==> config.mk <==
export PLATFORM = sky130hd
export DESIGN_NAME = aabb_store_region_and_pair_query_flat
export DESIGN_NICKNAME = d
export VERILOG_FILES = /design/src/hdl/aabb_sq_pkg.sv /design/src/hdl/aabb_sq_if.sv /design/src/hdl/aabb_sq_ctrl.sv /design/src/hdl/aabb_sq_dp.sv /design/src/hdl/aabb_store_region_and_pair_query.sv /design/src/flat_wrapper.sv
export SDC_FILE = /design/constraint.sdc
export NUM_CORES = 1
export LEC_CHECK = 0
export BUFFER_PORTS_ARGS = -buffer_cell sky130_fd_sc_hd__buf_2
export CORE_MARGIN = 4
export CORE_UTILIZATION = 55
export DETAILED_ROUTE_END_ITERATION = 12
export PLACE_DENSITY = 0.78
export SYNTH_ARGS = -nofsm -noshare
export SYNTH_HDL_FRONTEND = slang
export SYNTH_SLANG_ARGS = --single-unit
export TNS_END_PERCENT = 10
==> constraint.sdc <==
create_clock -name clk_i -period 9.01 [get_ports clk_i]
set_input_delay 0.901 -clock clk_i [delete_from_list [all_inputs] [get_ports clk_i]]
set_output_delay 0.901 -clock clk_i [all_outputs]
set_load 0.05 [all_outputs]
==> src/hdl/aabb_sq_pkg.sv <==
`timescale 1ns / 1ps
// ----------------------------------------------------------------------------
// aabb_sq_pkg: shared types and constants for the box store
// Capacity, coordinate width, command and status codes, box type, control
// and status bundles between controller and datapath, overlap test.
// ----------------------------------------------------------------------------
package aabb_sq_pkg;

  localparam int CAPACITY   = 8;
  localparam int COORD_BITS = 16;
  localparam int IDX_W      = $clog2(CAPACITY);
  localparam int CNT_W      = $clog2(CAPACITY + 1);
  localparam int HANDLE_W   = 16;

  typedef enum logic [1:0] {
    CMD_CLEAR  = 2'd0,
    CMD_STORE  = 2'd1,
    CMD_REGION = 2'd2,
    CMD_PAIR   = 2'd3
  } cmd_e;

  typedef enum logic [2:0] {
    ST_STORED   = 3'd0,
    ST_FULL     = 3'd1,
    ST_CLEARED  = 3'd2,
    ST_OBJECT   = 3'd3,
    ST_PAIR     = 3'd4,
    ST_NO_MATCH = 3'd5
  } status_e;

  typedef struct packed {
    logic signed [COORD_BITS-1:0] x0;
    logic signed [COORD_BITS-1:0] y0;
    logic signed [COORD_BITS-1:0] x1;
    logic signed [COORD_BITS-1:0] y1;
  } box_t;

  // controller to datapath
  typedef struct packed {
    logic load;
    logic issue;
    logic finish_simple;
    logic finish_scan;
  } ctl_t;

  // datapath to controller
  typedef struct packed {
    logic slot_free;
    logic more;
    logic s2_valid;
    logic stall;
  } stat_t;

  function automatic logic box_overlap(box_t a, box_t b);
    return (a.x0 <= b.x1) && (b.x0 <= a.x1) && (a.y0 <= b.y1) && (b.y0 <= a.y1);
  endfunction

endpackage

==> src/hdl/aabb_sq_if.sv <==
`timescale 1ns / 1ps
// ----------------------------------------------------------------------------
// aabb_sq_if: command and result channels
// Valid/ready channels; a beat moves when valid and ready are both high.
// ----------------------------------------------------------------------------
interface aabb_sq_cmd_if;
  logic               valid;
  logic               ready;
  logic [1:0]         command;
  logic [15:0]        object_handle;
  logic signed [15:0] x_min;
  logic signed [15:0] y_min;
  logic signed [15:0] x_max;
  logic signed [15:0] y_max;

  modport source (
    output valid, command, object_handle, x_min, y_min, x_max, y_max,
    input  ready
  );
  modport sink (
    input  valid, command, object_handle, x_min, y_min, x_max, y_max,
    output ready
  );
endinterface

interface aabb_sq_res_if;
  logic        valid;
  logic        ready;
  logic [2:0]  status;
  logic [15:0] first_handle;
  logic [15:0] second_handle;
  logic        last;

  modport source (
    output valid, status, first_handle, second_handle, last,
    input  ready
  );
  modport sink (
    input  valid, status, first_handle, second_handle, last,
    output ready
  );
endinterface

==> src/hdl/aabb_sq_ctrl.sv <==
`timescale 1ns / 1ps
// ----------------------------------------------------------------------------
// aabb_sq_ctrl: command sequencer
// Takes one command beat at a time and steps the datapath through the
// store/clear answer or the region/pair scan and its final result.
// ----------------------------------------------------------------------------
module aabb_sq_ctrl (
  input  logic                clk_i,
  input  logic                rst_ni,
  input  logic                cmd_valid_i,
  input  logic [1:0]          command_i,
  output logic                cmd_ready_o,
  input  aabb_sq_pkg::stat_t  stat_i,
  output aabb_sq_pkg::ctl_t   ctl_o
);

  typedef enum logic [1:0] {
    S_IDLE,
    S_EXEC,
    S_SCAN,
    S_FLUSH
  } state_e;

  state_e state_q;
  logic   accept;
  logic   is_query;

  assign cmd_ready_o = (state_q == S_IDLE);
  assign accept      = cmd_valid_i && cmd_ready_o;
  assign is_query    = (command_i == aabb_sq_pkg::CMD_REGION) ||
                       (command_i == aabb_sq_pkg::CMD_PAIR);

  always_comb begin
    ctl_o               = '0;
    ctl_o.load          = accept;
    ctl_o.issue         = (state_q == S_SCAN) && stat_i.more && !stat_i.stall;
    ctl_o.finish_simple = (state_q == S_EXEC) && stat_i.slot_free;
    ctl_o.finish_scan   = (state_q == S_FLUSH) && stat_i.slot_free;
  end

  always_ff @(posedge clk_i or negedge rst_ni) begin
    if (!rst_ni) begin
      state_q <= S_IDLE;
    end else begin
      unique case (state_q)
        S_IDLE: begin
          if (accept) begin
            state_q <= is_query ? S_SCAN : S_EXEC;
          end
        end
        S_EXEC: begin
          if (stat_i.slot_free) begin
            state_q <= S_IDLE;
          end
        end
        S_SCAN: begin
          if (!stat_i.more && !stat_i.s2_valid) begin
            state_q <= S_FLUSH;
          end
        end
        S_FLUSH: begin
          if (stat_i.slot_free) begin
            state_q <= S_IDLE;
          end
        end
        default: state_q <= S_IDLE;
      endcase
    end
  end

endmodule

==> src/hdl/aabb_sq_dp.sv <==
`timescale 1ns / 1ps
// ----------------------------------------------------------------------------
// aabb_sq_dp: box store datapath
// Box and handle memories, scan indices, one registered read stage with the
// overlap tests, a pending-match register that settles the last flag, and
// the result output register.
// ----------------------------------------------------------------------------
module aabb_sq_dp (
  input  logic                                 clk_i,
  input  logic                                 rst_ni,
  input  aabb_sq_pkg::ctl_t                    ctl_i,
  output aabb_sq_pkg::stat_t                   stat_o,
  input  logic [1:0]                           command_i,
  input  logic [aabb_sq_pkg::HANDLE_W-1:0]     object_handle_i,
  input  logic signed [15:0]                   x_min_i,
  input  logic signed [15:0]                   y_min_i,
  input  logic signed [15:0]                   x_max_i,
  input  logic signed [15:0]                   y_max_i,
  output logic                                 res_valid_o,
  input  logic                                 res_ready_i,
  output logic [2:0]                           status_o,
  output logic [aabb_sq_pkg::HANDLE_W-1:0]     first_handle_o,
  output logic [aabb_sq_pkg::HANDLE_W-1:0]     second_handle_o,
  output logic                                 last_o
);

  localparam int IW = aabb_sq_pkg::IDX_W;
  localparam int CW = aabb_sq_pkg::CNT_W;
  localparam int HW = aabb_sq_pkg::HANDLE_W;
  localparam int CB = aabb_sq_pkg::COORD_BITS;

  aabb_sq_pkg::box_t    mem_box [aabb_sq_pkg::CAPACITY];
  logic [HW-1:0]        mem_hdl [aabb_sq_pkg::CAPACITY];

  aabb_sq_pkg::cmd_e    cmd_q;
  aabb_sq_pkg::box_t    region_q;
  logic [HW-1:0]        new_hdl_q;
  logic [CW-1:0]        count_q;
  logic [IW-1:0]        outer_q;
  logic [IW-1:0]        inner_q;
  logic                 more_q;

  logic                 s2_valid_q;
  aabb_sq_pkg::box_t    a_q;
  aabb_sq_pkg::box_t    b_q;
  logic [HW-1:0]        ha_q;
  logic [HW-1:0]        hb_q;

  logic                 pend_valid_q;
  logic [HW-1:0]        pend_first_q;
  logic [HW-1:0]        pend_second_q;

  logic                 out_valid_q;
  aabb_sq_pkg::status_e out_status_q;
  logic [HW-1:0]        out_first_q;
  logic [HW-1:0]        out_second_q;
  logic                 out_last_q;

  aabb_sq_pkg::box_t    in_box;
  aabb_sq_pkg::cmd_e    in_cmd;
  logic                 slot_free;
  logic                 is_pair;
  logic                 full;
  logic                 hit;
  logic                 stall;
  logic                 push_out;
  logic [CW-1:0]        outer_inc;
  logic [CW-1:0]        outer_inc2;
  logic [CW-1:0]        inner_inc;
  aabb_sq_pkg::status_e match_status;
  logic [HW-1:0]        match_second;

  assign in_box.x0 = x_min_i[CB-1:0];
  assign in_box.y0 = y_min_i[CB-1:0];
  assign in_box.x1 = x_max_i[CB-1:0];
  assign in_box.y1 = y_max_i[CB-1:0];
  assign in_cmd    = aabb_sq_pkg::cmd_e'(command_i);

  assign slot_free = !out_valid_q || res_ready_i;
  assign is_pair   = (cmd_q == aabb_sq_pkg::CMD_PAIR);
  assign full      = (count_q >= CW'(aabb_sq_pkg::CAPACITY));

  assign hit = s2_valid_q && (is_pair ?
      ((aabb_sq_pkg::box_overlap(region_q, a_q) || aabb_sq_pkg::box_overlap(region_q, b_q))
       && aabb_sq_pkg::box_overlap(a_q, b_q)) :
      aabb_sq_pkg::box_overlap(a_q, region_q));
  assign stall    = hit && pend_valid_q && !slot_free;
  assign push_out = hit && pend_valid_q && slot_free;

  assign match_status = is_pair ? aabb_sq_pkg::ST_PAIR : aabb_sq_pkg::ST_OBJECT;
  assign match_second = is_pair ? hb_q : '0;

  assign outer_inc  = {1'b0, outer_q} + CW'(1);
  assign outer_inc2 = {1'b0, outer_q} + CW'(2);
  assign inner_inc  = {1'b0, inner_q} + CW'(1);

  assign stat_o.slot_free = slot_free;
  assign stat_o.more      = more_q;
  assign stat_o.s2_valid  = s2_valid_q;
  assign stat_o.stall     = stall;

  // command latch
  always_ff @(posedge clk_i) begin
    if (ctl_i.load) begin
      cmd_q     <= in_cmd;
      region_q  <= in_box;
      new_hdl_q <= object_handle_i;
    end
  end

  // store memories
  always_ff @(posedge clk_i) begin
    if (ctl_i.finish_simple && (cmd_q == aabb_sq_pkg::CMD_STORE) && !full) begin
      mem_box[count_q[IW-1:0]] <= region_q;
      mem_hdl[count_q[IW-1:0]] <= new_hdl_q;
    end
  end

  always_ff @(posedge clk_i or negedge rst_ni) begin
    if (!rst_ni) begin
      count_q <= '0;
    end else if (ctl_i.finish_simple) begin
      if (cmd_q == aabb_sq_pkg::CMD_CLEAR) begin
        count_q <= '0;
      end else if (!full) begin
        count_q <= count_q + CW'(1);
      end
    end
  end

  // scan indices
  always_ff @(posedge clk_i or negedge rst_ni) begin
    if (!rst_ni) begin
      outer_q <= '0;
      inner_q <= '0;
      more_q  <= 1'b0;
    end else if (ctl_i.load) begin
      outer_q <= '0;
      if (in_cmd == aabb_sq_pkg::CMD_PAIR) begin
        inner_q <= IW'(1);
        more_q  <= (count_q >= CW'(2));
      end else if (in_cmd == aabb_sq_pkg::CMD_REGION) begin
        inner_q <= '0;
        more_q  <= (count_q != '0);
      end else begin
        inner_q <= '0;
        more_q  <= 1'b0;
      end
    end else if (ctl_i.issue) begin
      if (!is_pair) begin
        outer_q <= outer_inc[IW-1:0];
        more_q  <= (outer_inc < count_q);
      end else if (inner_inc < count_q) begin
        inner_q <= inner_inc[IW-1:0];
      end else begin
        outer_q <= outer_inc[IW-1:0];
        inner_q <= outer_inc2[IW-1:0];
        more_q  <= (outer_inc2 < count_q);
      end
    end else if (ctl_i.finish_scan) begin
      outer_q <= '0;
      inner_q <= '0;
      more_q  <= 1'b0;
    end
  end

  // read stage
  always_ff @(posedge clk_i or negedge rst_ni) begin
    if (!rst_ni) begin
      s2_valid_q <= 1'b0;
    end else if (!stall) begin
      s2_valid_q <= ctl_i.issue;
    end
  end

  always_ff @(posedge clk_i) begin
    if (ctl_i.issue) begin
      a_q  <= mem_box[outer_q];
      b_q  <= mem_box[inner_q];
      ha_q <= mem_hdl[outer_q];
      hb_q <= mem_hdl[inner_q];
    end
  end

  // pending match: held until the next match or the end of the scan
  always_ff @(posedge clk_i or negedge rst_ni) begin
    if (!rst_ni) begin
      pend_valid_q <= 1'b0;
    end else if (hit && !stall) begin
      pend_valid_q <= 1'b1;
    end else if (ctl_i.finish_scan) begin
      pend_valid_q <= 1'b0;
    end
  end

  always_ff @(posedge clk_i) begin
    if (hit && !stall) begin
      pend_first_q  <= ha_q;
      pend_second_q <= match_second;
    end
  end

  // output register
  always_ff @(posedge clk_i or negedge rst_ni) begin
    if (!rst_ni) begin
      out_valid_q <= 1'b0;
    end else if (push_out || ctl_i.finish_simple || ctl_i.finish_scan) begin
      out_valid_q <= 1'b1;
    end else if (res_ready_i) begin
      out_valid_q <= 1'b0;
    end
  end

  always_ff @(posedge clk_i) begin
    priority if (push_out) begin
      out_status_q <= match_status;
      out_first_q  <= pend_first_q;
      out_second_q <= pend_second_q;
      out_last_q   <= 1'b0;
    end else if (ctl_i.finish_simple) begin
      if (cmd_q == aabb_sq_pkg::CMD_CLEAR) begin
        out_status_q <= aabb_sq_pkg::ST_CLEARED;
      end else if (full) begin
        out_status_q <= aabb_sq_pkg::ST_FULL;
      end else begin
        out_status_q <= aabb_sq_pkg::ST_STORED;
      end
      out_first_q  <= '0;
      out_second_q <= '0;
      out_last_q   <= 1'b1;
    end else if (ctl_i.finish_scan) begin
      if (pend_valid_q) begin
        out_status_q <= match_status;
        out_first_q  <= pend_first_q;
        out_second_q <= pend_second_q;
      end else begin
        out_status_q <= aabb_sq_pkg::ST_NO_MATCH;
        out_first_q  <= '0;
        out_second_q <= '0;
      end
      out_last_q <= 1'b1;
    end else begin
      out_status_q <= out_status_q;
    end
  end

  assign res_valid_o     = out_valid_q;
  assign status_o        = out_status_q;
  assign first_handle_o  = out_first_q;
  assign second_handle_o = out_second_q;
  assign last_o          = out_last_q;

endmodule

==> src/hdl/aabb_store_region_and_pair_query.sv <==
`timescale 1ns / 1ps
// ----------------------------------------------------------------------------
// aabb_store_region_and_pair_query: axis-aligned box store with queries
// Keeps up to CAPACITY boxes with object handles; answers clear, store,
// region query and pair query commands with a stream of result beats.
// ----------------------------------------------------------------------------
// One command beat is taken at a time. Clear and store answer with a single
// beat, written to the output register from the exec state once the result
// slot is free. A region query reads one stored box per cycle and a pair
// query one stored pair per cycle through a single registered read stage and
// overlap compare, except while a held match waits for the result side; the
// scan length is set by the stored count, and the result side can lengthen a
// query by holding ready low. Each match beat is held back one match so the
// final beat carries last; a query with no match ends with a single no-match
// beat.
module aabb_store_region_and_pair_query (
  input  logic              clk_i,
  input  logic              rst_ni,
  aabb_sq_cmd_if.sink       req_i,
  aabb_sq_res_if.source     rsp_o
);

  aabb_sq_pkg::ctl_t  ctl;
  aabb_sq_pkg::stat_t stat;

  aabb_sq_ctrl u_ctrl (
    .clk_i       (clk_i),
    .rst_ni      (rst_ni),
    .cmd_valid_i (req_i.valid),
    .command_i   (req_i.command),
    .cmd_ready_o (req_i.ready),
    .stat_i      (stat),
    .ctl_o       (ctl)
  );

  aabb_sq_dp u_dp (
    .clk_i           (clk_i),
    .rst_ni          (rst_ni),
    .ctl_i           (ctl),
    .stat_o          (stat),
    .command_i       (req_i.command),
    .object_handle_i (req_i.object_handle),
    .x_min_i         (req_i.x_min),
    .y_min_i         (req_i.y_min),
    .x_max_i         (req_i.x_max),
    .y_max_i         (req_i.y_max),
    .res_valid_o     (rsp_o.valid),
    .res_ready_i     (rsp_o.ready),
    .status_o        (rsp_o.status),
    .first_handle_o  (rsp_o.first_handle),
    .second_handle_o (rsp_o.second_handle),
    .last_o          (rsp_o.last)
  );

endmodule

==> src/flat_wrapper.sv <==
// flat-port wrapper written by rule: the top's interface ports become plain ports
module aabb_store_region_and_pair_query_flat 
  (clk_i, rst_ni, req_i_valid, req_i_command, req_i_object_handle, req_i_x_min, req_i_y_min, req_i_x_max, req_i_y_max, req_i_ready, rsp_o_valid, rsp_o_status, rsp_o_first_handle, rsp_o_second_handle, rsp_o_last, rsp_o_ready);
  aabb_sq_cmd_if req_i_i ();
  aabb_sq_res_if rsp_o_i ();
  input  logic clk_i;
  input  logic rst_ni;
  input wire logic [$bits(req_i_i.valid)-1:0] req_i_valid;
  input wire logic [$bits(req_i_i.command)-1:0] req_i_command;
  input wire logic [$bits(req_i_i.object_handle)-1:0] req_i_object_handle;
  input wire logic [$bits(req_i_i.x_min)-1:0] req_i_x_min;
  input wire logic [$bits(req_i_i.y_min)-1:0] req_i_y_min;
  input wire logic [$bits(req_i_i.x_max)-1:0] req_i_x_max;
  input wire logic [$bits(req_i_i.y_max)-1:0] req_i_y_max;
  output wire logic [$bits(req_i_i.ready)-1:0] req_i_ready;
  output wire logic [$bits(rsp_o_i.valid)-1:0] rsp_o_valid;
  output wire logic [$bits(rsp_o_i.status)-1:0] rsp_o_status;
  output wire logic [$bits(rsp_o_i.first_handle)-1:0] rsp_o_first_handle;
  output wire logic [$bits(rsp_o_i.second_handle)-1:0] rsp_o_second_handle;
  output wire logic [$bits(rsp_o_i.last)-1:0] rsp_o_last;
  input wire logic [$bits(rsp_o_i.ready)-1:0] rsp_o_ready;
  assign req_i_i.valid = req_i_valid;
  assign req_i_i.command = req_i_command;
  assign req_i_i.object_handle = req_i_object_handle;
  assign req_i_i.x_min = req_i_x_min;
  assign req_i_i.y_min = req_i_y_min;
  assign req_i_i.x_max = req_i_x_max;
  assign req_i_i.y_max = req_i_y_max;
  assign req_i_ready = req_i_i.ready;
  assign rsp_o_valid = rsp_o_i.valid;
  assign rsp_o_status = rsp_o_i.status;
  assign rsp_o_first_handle = rsp_o_i.first_handle;
  assign rsp_o_second_handle = rsp_o_i.second_handle;
  assign rsp_o_last = rsp_o_i.last;
  assign rsp_o_i.ready = rsp_o_ready;
  aabb_store_region_and_pair_query u_core (.clk_i(clk_i), .rst_ni(rst_ni), .req_i(req_i_i), .rsp_o(rsp_o_i));
endmodule
==> results of run 1 <==
-- per-layer routing --
layer,vias up,global-route usage [%]
met5,-,0
met4,2,5.31
met3,156,4.05
met2,1147,38.4
met1,12300,35.1
li1,10000,-
-- synthesized netlist by cell type (all sizes together) (5+ instances only) --
cell,n
edfxtp,949
mux4,320
ha,206
mux2,161
inv,115
a21oi,78
clkbuf,66
nand2,56
nand4,43
and2,41
o21ai,39
buf,37
nor2,26
a21o,24
and3,21
a211oi,19
dfrtp,16
nand3,13
nor4,13
nor2b,10
nor3,10
o211ai,10
nand2b,7
a21boi,5
-- final timing paths --
| kind | start | endpoint |
|---|---|---|
| max in group asynchronous | rst_ni | u_core.u_dp.inner_q[2] |
| max | u_core.u_dp.a_q[63] | u_core.u_dp.first_handle_o[0] |
| min | rst_ni | u_core.u_dp.inner_q[1] |
| max reg2reg | u_core.u_dp.a_q[63] | u_core.u_dp.first_handle_o[0] |
| min in group clk_i | req_i_y_max[6] | u_core.u_dp.region_q[6] |
| min reg2reg | u_core.u_dp.ha_q[9] | u_core.u_dp.pend_first_q[9] |
-- state kept, by name, summed over array words and instances (netlist names), 64 cells and up --
name,cells
u_core.u_dp.mem_box,512
u_core.u_dp.mem_hdl,128
u_core.u_dp.a_q,64
u_core.u_dp.b_q,64
u_core.u_dp.region_q,64
-- critical path, cell delays in order (launching register included) --
cell and delay [ps]:
edfxtp_1 470, ha_1 430, nand4_1 250, nor4_1 770, nand4_1 330, o311a_1 230, nor4_1 580, a32oi_2 340
a21oi_2 450, a21oi_1 220, nor2_4 690
-- power by group through the flow --
stage          Combinational, mW  Clock [mW]  Sequential (mW)
6_report                    2.70        4.28             5.84
5_1_grt                     2.93        4.56             5.90
4_1_cts                     2.73        4.35             5.85
3_5_place_dp                2.70           0             5.94
3_3_place_gp                2.66           0             5.90
2_1_floorplan               2.00           0             5.90
-- area by class of cell --
class | count | area [um^2] | share of cell area (%)
Tap cell | 1050 | 1310 | 2.65
Multi-Input combinational cell | 1158 | 14500 | 29.3
Timing Repair Buffer | 154 | 873 | 1.76
Inverter | 115 | 432 | 0.872
Antenna cell | 1 | 2.50 | 0.00506
Clock inverter | 69 | 862 | 1.74
Clock buffer | 117 | 2590 | 5.23
Sequential cell | 966 | 28900 | 58.5
-- logic make-up after synthesis --
logic type	Yosys count	synth area share [%]
xor gates and xnor gates	2	0.0397
AOI/OAI and AO/OA	213	3.15
muxes	485	20.5
adders and majority gates	206	5.84
DFF	966	65.5
and+or+nand+nor	252	3.10
buffers and inverters	218	1.89
-- through the flow --
stage          utilization [%]  std cells  setup WS [ps]  power [mW]  hold WS, ps
3_3_place_gp              58.1       3443           4060        8.56          401
2_1_floorplan                -       2342           1300        7.90          400
6_report                  62.4       3630           3870        12.8          170
5_1_grt                   62.4       3629           3850        13.4          175
4_1_cts                   62.4       3629           4000        12.9          137
3_5_place_dp              58.1       3443           4000        8.64          409
==> results.yml, run 1 <==
synth:
  netlist_instances: 2342
  yosys-top-cells-area: "edfxtp_1 (65%), mux4_2 (16%), ha_1 (5.8%), mux2_2 (4.1%), inv_1 (0.98%)"
  yosys_most_used_dff: "edfxtp_1"
  syn_area_per_cell_um2: 18.9
  synth.distinct_cells: 65
  async_reset_ff_share_pct: 1.66
  synth-edff-count: 949
  synth_top_cell_area_share_pct: 64.5
  ys_seq_area_share_pct: 65.5
  yosys_warnings: 0
  netlist_area_mm2: 0.0442
  ys_ff_latch: 966
  synth_nets: 2634
  yosysTopAreaCell: "edfxtp_1"
grt:
  track_usage_pct: 23.9
  grt_overflow: 0
  grt_pass1_vias: 24800
  grt_max_degree: 126
  grt_pass1_wl_um: 154000
  antenna_found_initial: 3
critical_path:
  cp.required_ps: 9280
  worstSetupEndpointType: "flop"
  crit_type: "flop to flop"
  ff2ff_path_depth: 10
  start_kind: "flop"
  arrival_ps: 5410
  path_max_fanout: 35
  rrSetupSlack_ps: 3870
route:
  drt-initial-drc-count: 2405
  wl_met3_um: 8620
  first_pass_iters: 5
  drcViolationCount: 0
  antenna_left: 0
  finalWirelength_um: 101000
  top_layer_used: "met5"
  vias_per_cell: 6.51
  drt-met1-wl_um: 41300
  dr_wl_met2_um: 48900
  num_vias: 23600
  wl_per_cell_um: 27.8
pwr:
  internal_power_mw: 9.27
  seq_power_share_pct: 45.6
  power_density_mw_per_mm2: 259
  switching_share_pct: 27.6
  vdd_drop_max_v: 0.000287
  cellLeakagePower_nw: 16.6
  netSwitchingPower_mw: 3.54
  p_clk_share_pct: 33.4
  share_comb_of_total_power_pct: 21.1
hold_path:
  min_path_type: "input port to async pin"
clock_tree:
  clockBufferDepth: 3
  clock-sinks: 966
  ctsResizeCount: 0
  cts_buffers: 98
  cts_root_buf: "clkbuf_16"
  postCtsHoldBufs: 0
  htreeDepth: 3
  cts_tree: "done"
  post_cts_buffers: 0
  clkLatencyLatePin_ps: 670
  clk_pin_slew_worst_paths_ps: 70
die:
  start_util_pct: 55.7
  die_x_um: 291
  core_mm2: 0.0793
  pin_count: 124
  rows: 103
  dieArea_mm2: 0.0849
  die_h_um: 291
finish:
  layout_commonest_cell: "edfxtp_1"
  drive_above_1_share_pct: 31.9
  area_growth_syn_to_layout_pct: 12.0
  stdcell_area_mm2: 0.0495
  layout_common_cells: "edfxtp_1 (949), mux4_2 (320), ha_1 (206)"
  fillers: 5370
  finalNetCount: 2785
timing:
  finalMaxSlewViolations: 0
  fin_crit_ps: 5140
  grt_setup_unrepaired: "no"
  fmax_mhz: 195
  fin_setup_tns_ps: 0
  finalCritPeriodShare_pct: 57.1
  hold_viol: 0
  setup_viol: 0
  maxSlewHeadroom_pct: 23.1
  skew_ps: 40.8
  tightest_slew_ps: 1150
placement:
  gp_congestion: 0.927
  place_area_mm2: 0.0460
  dp_hpwl_um: 60000
  portBuffers: 123
status:
  status: "completed"
flow_run:
  cap_viol_max_count: 0
(Power assumes the default switching activity.)
==> run 2, diff against run 1 <==
==> constraint.sdc (replaced) <==
create_clock -name clk_i -period 4.9 [get_ports clk_i]
set_input_delay 0.49 -clock clk_i [delete_from_list [all_inputs] [get_ports clk_i]]
set_output_delay 0.49 -clock clk_i [all_outputs]
set_load 0.05 [all_outputs]
==> run 2 against run 1 <==
Count of clock-buffer cells in the layout decreased by 1; register-to-register slack got worse by 3300 ps; global-route usage decreased by 0.31 points; combinational power increased by 88%; clock skew decreased by 13 ps; die area unchanged; setup slack got worse by 3300 ps; first-iteration DRC count increased by 4.2%; worst hold slack got worse by 140 ps; largest power group unchanged.
==> results.yml, run 2 (synthesized netlist as in run 1, its figures left out) <==
critical_path:
  worstSetupEndpointType: "flop"
  crit_chain: "inv_1 > ha_1 > nand4_1 > nor2_1 > a221o_1 > a211oi_1 > mux2i_1 > o2111ai_1 > a21oi_2 > a21oi_1 > nor2_4 > buf_4"
  cp_slowest_cell: "edfxtp_1"
  critical_path.max_stage_delay_ps: 560
  cp.required_ps: 5190
  crit_type: "flop to flop"
  path_max_fanout: 35
  start_kind: "flop"
  arrival_ps: 4610
placement:
  dp_slack_ps: 715
  dp_hpwl_um: 60500
  gp_congestion: 0.900
  portBuffers: 123
die:
  die_x_um: 291
  rows: 103
  die_h_um: 291
  dieArea_mm2: 0.0849
  pin_count: 124
  core_mm2: 0.0793
  start_util_pct: 55.7
route:
  wl_per_cell_um: 27.2
  drcViolationCount: 0
  finalWirelength_um: 100000
  wl_met3_um: 7280
  drt-met1-wl_um: 41600
  dr_wl_met2_um: 49200
  vias_per_cell: 6.35
  num_vias: 23400
  top_layer_used: "met4"
  antenna_left: 0
  drt-initial-drc-count: 2506
  first_pass_iters: 8
finish:
  layout_common_cells: "edfxtp_1 (949), mux4_2 (320), ha_1 (206)"
  seqCellArea_mm2: 0.0289
  largest_reg_flops: 512
  layout_commonest_cell: "edfxtp_1"
  fillers: 5405
  finalNetCount: 2845
  drive_above_1_share_pct: 30.5
  antenna-diode-count: 0
  multiInputGateArea_mm2: 0.0145
  area_growth_syn_to_layout_pct: 12.7
hold_path:
  min_path_type: "input port to flop"
clock_tree:
  post_cts_buffers: 0
  cts_buffers: 98
  cts_root_buf: "clkbuf_16"
  clock-sinks: 966
  clk_pin_slew_worst_paths_ps: 60
  htreeDepth: 3
  clockBufferDepth: 3
  cts_tree: "done"
  clkLatencyLatePin_ps: 660
pwr:
  fin_total_pwr_mw: 23.0
  cellLeakagePower_nw: 16.7
  power_density_mw_per_mm2: 461
  vdd_drop_max_v: 0.000294
timing:
  fmax_mhz: 232
  maxSlewHeadroom_pct: 27.4
  skew_ps: 28.1
  finalMaxSlewViolations: 0
  grt_setup_unrepaired: "no"
  finalCritPeriodShare_pct: 88.0
  setup_slack_ps: 586
  timing.hold.ws_ps: 32.8
  fin_crit_ps: 4310
  tightest_slew_ps: 1090
  setup_viol: 0
  hold_viol: 0
flow_run:
  cap_viol_max_count: 0
grt:
  grt_pass1_wl_um: 151000
  grt_max_degree: 102
  track_usage_pct: 23.6
  grt_overflow: 0
  antenna_found_initial: 1
  grt_pass1_vias: 24600
status:
  status: "completed"
## run 2: worst paths after layout
check	depth (start not counted)	to	slack (ps)	startpoint
min in group asynchronous	2	u_core.u_dp.res_valid_o	320	rst_ni
max in group asynchronous	2	u_core.u_dp.outer_q[2]	4240	rst_ni
hold reg to reg	0	u_core.u_dp.pend_first_q[7]	420	u_core.u_dp.ha_q[7]
setup / recovery	12	u_core.u_dp.second_handle_o[11]	590	u_core.u_dp.region_q[12]
hold / removal	1	u_core.u_dp.region_q[18]	30	req_i_x_max[2]
setup reg to reg	12	u_core.u_dp.second_handle_o[11]	590	u_core.u_dp.region_q[12]
## run 2: repair_timing
item	4_1_cts	5_1_grt
gates resized for setup	0	0
hold buffers	49	2
endpoints found under the hold margin	64	2
## run 2: metal layers
| layer | GRT usage (%) | up-vias |
|---|---|---|
| met4 | 5.87 | 0 |
| met2 | 38.3 | 917 |
| met3 | 4.20 | 160 |
| met1 | 33.9 | 12100 |
| li1 | - | 10200 |
| met5 | 0 | - |
## run 2: layout make-up
type | instances | area share (%)
clock buffer | 116 | 5.06
clock inverter | 61 | 1.09
tap | 1050 | 2.64
sequential | 966 | 58.2
timing repair buffer | 214 | 3.07
multi-input combinational | 1158 | 29.1
inverter | 115 | 0.867
## run 2: power by group
part | switching (mW) | leakage (nW) | internal, mW
clock network | 3.09 | 1.49 | 4.05
logic | 2.63 | 6.46 | 2.45
registers | 0.688 | 8.80 | 10.0
## run 2: worst max-delay path: cells and delay by family, from the launching register on
| kind | cells | cell delay, ps |
|---|---|---|
| compound gates | 5 | 1650 |
| fa+ha+maj | 1 | 330 |
| simple gates | 3 | 370 |
| buf+inv | 2 | 550 |
| mux | 1 | 480 |
| flops | 1 | 560 |
## run 2: through the flow
stage / std cells / util (%) / TNS [ps] / area [um^2]
after floorplan: 2342 / - / -219240 / 44200
after global placement: 3452 / 58.3 / 0 / 46200
after detailed placement: 3452 / 58.3 / 0 / 46200
after CTS: 3678 / 62.8 / 0 / 49700
after global routing: 3680 / 62.8 / 0 / 49800
final: 3680 / 62.8 / 0 / 49800
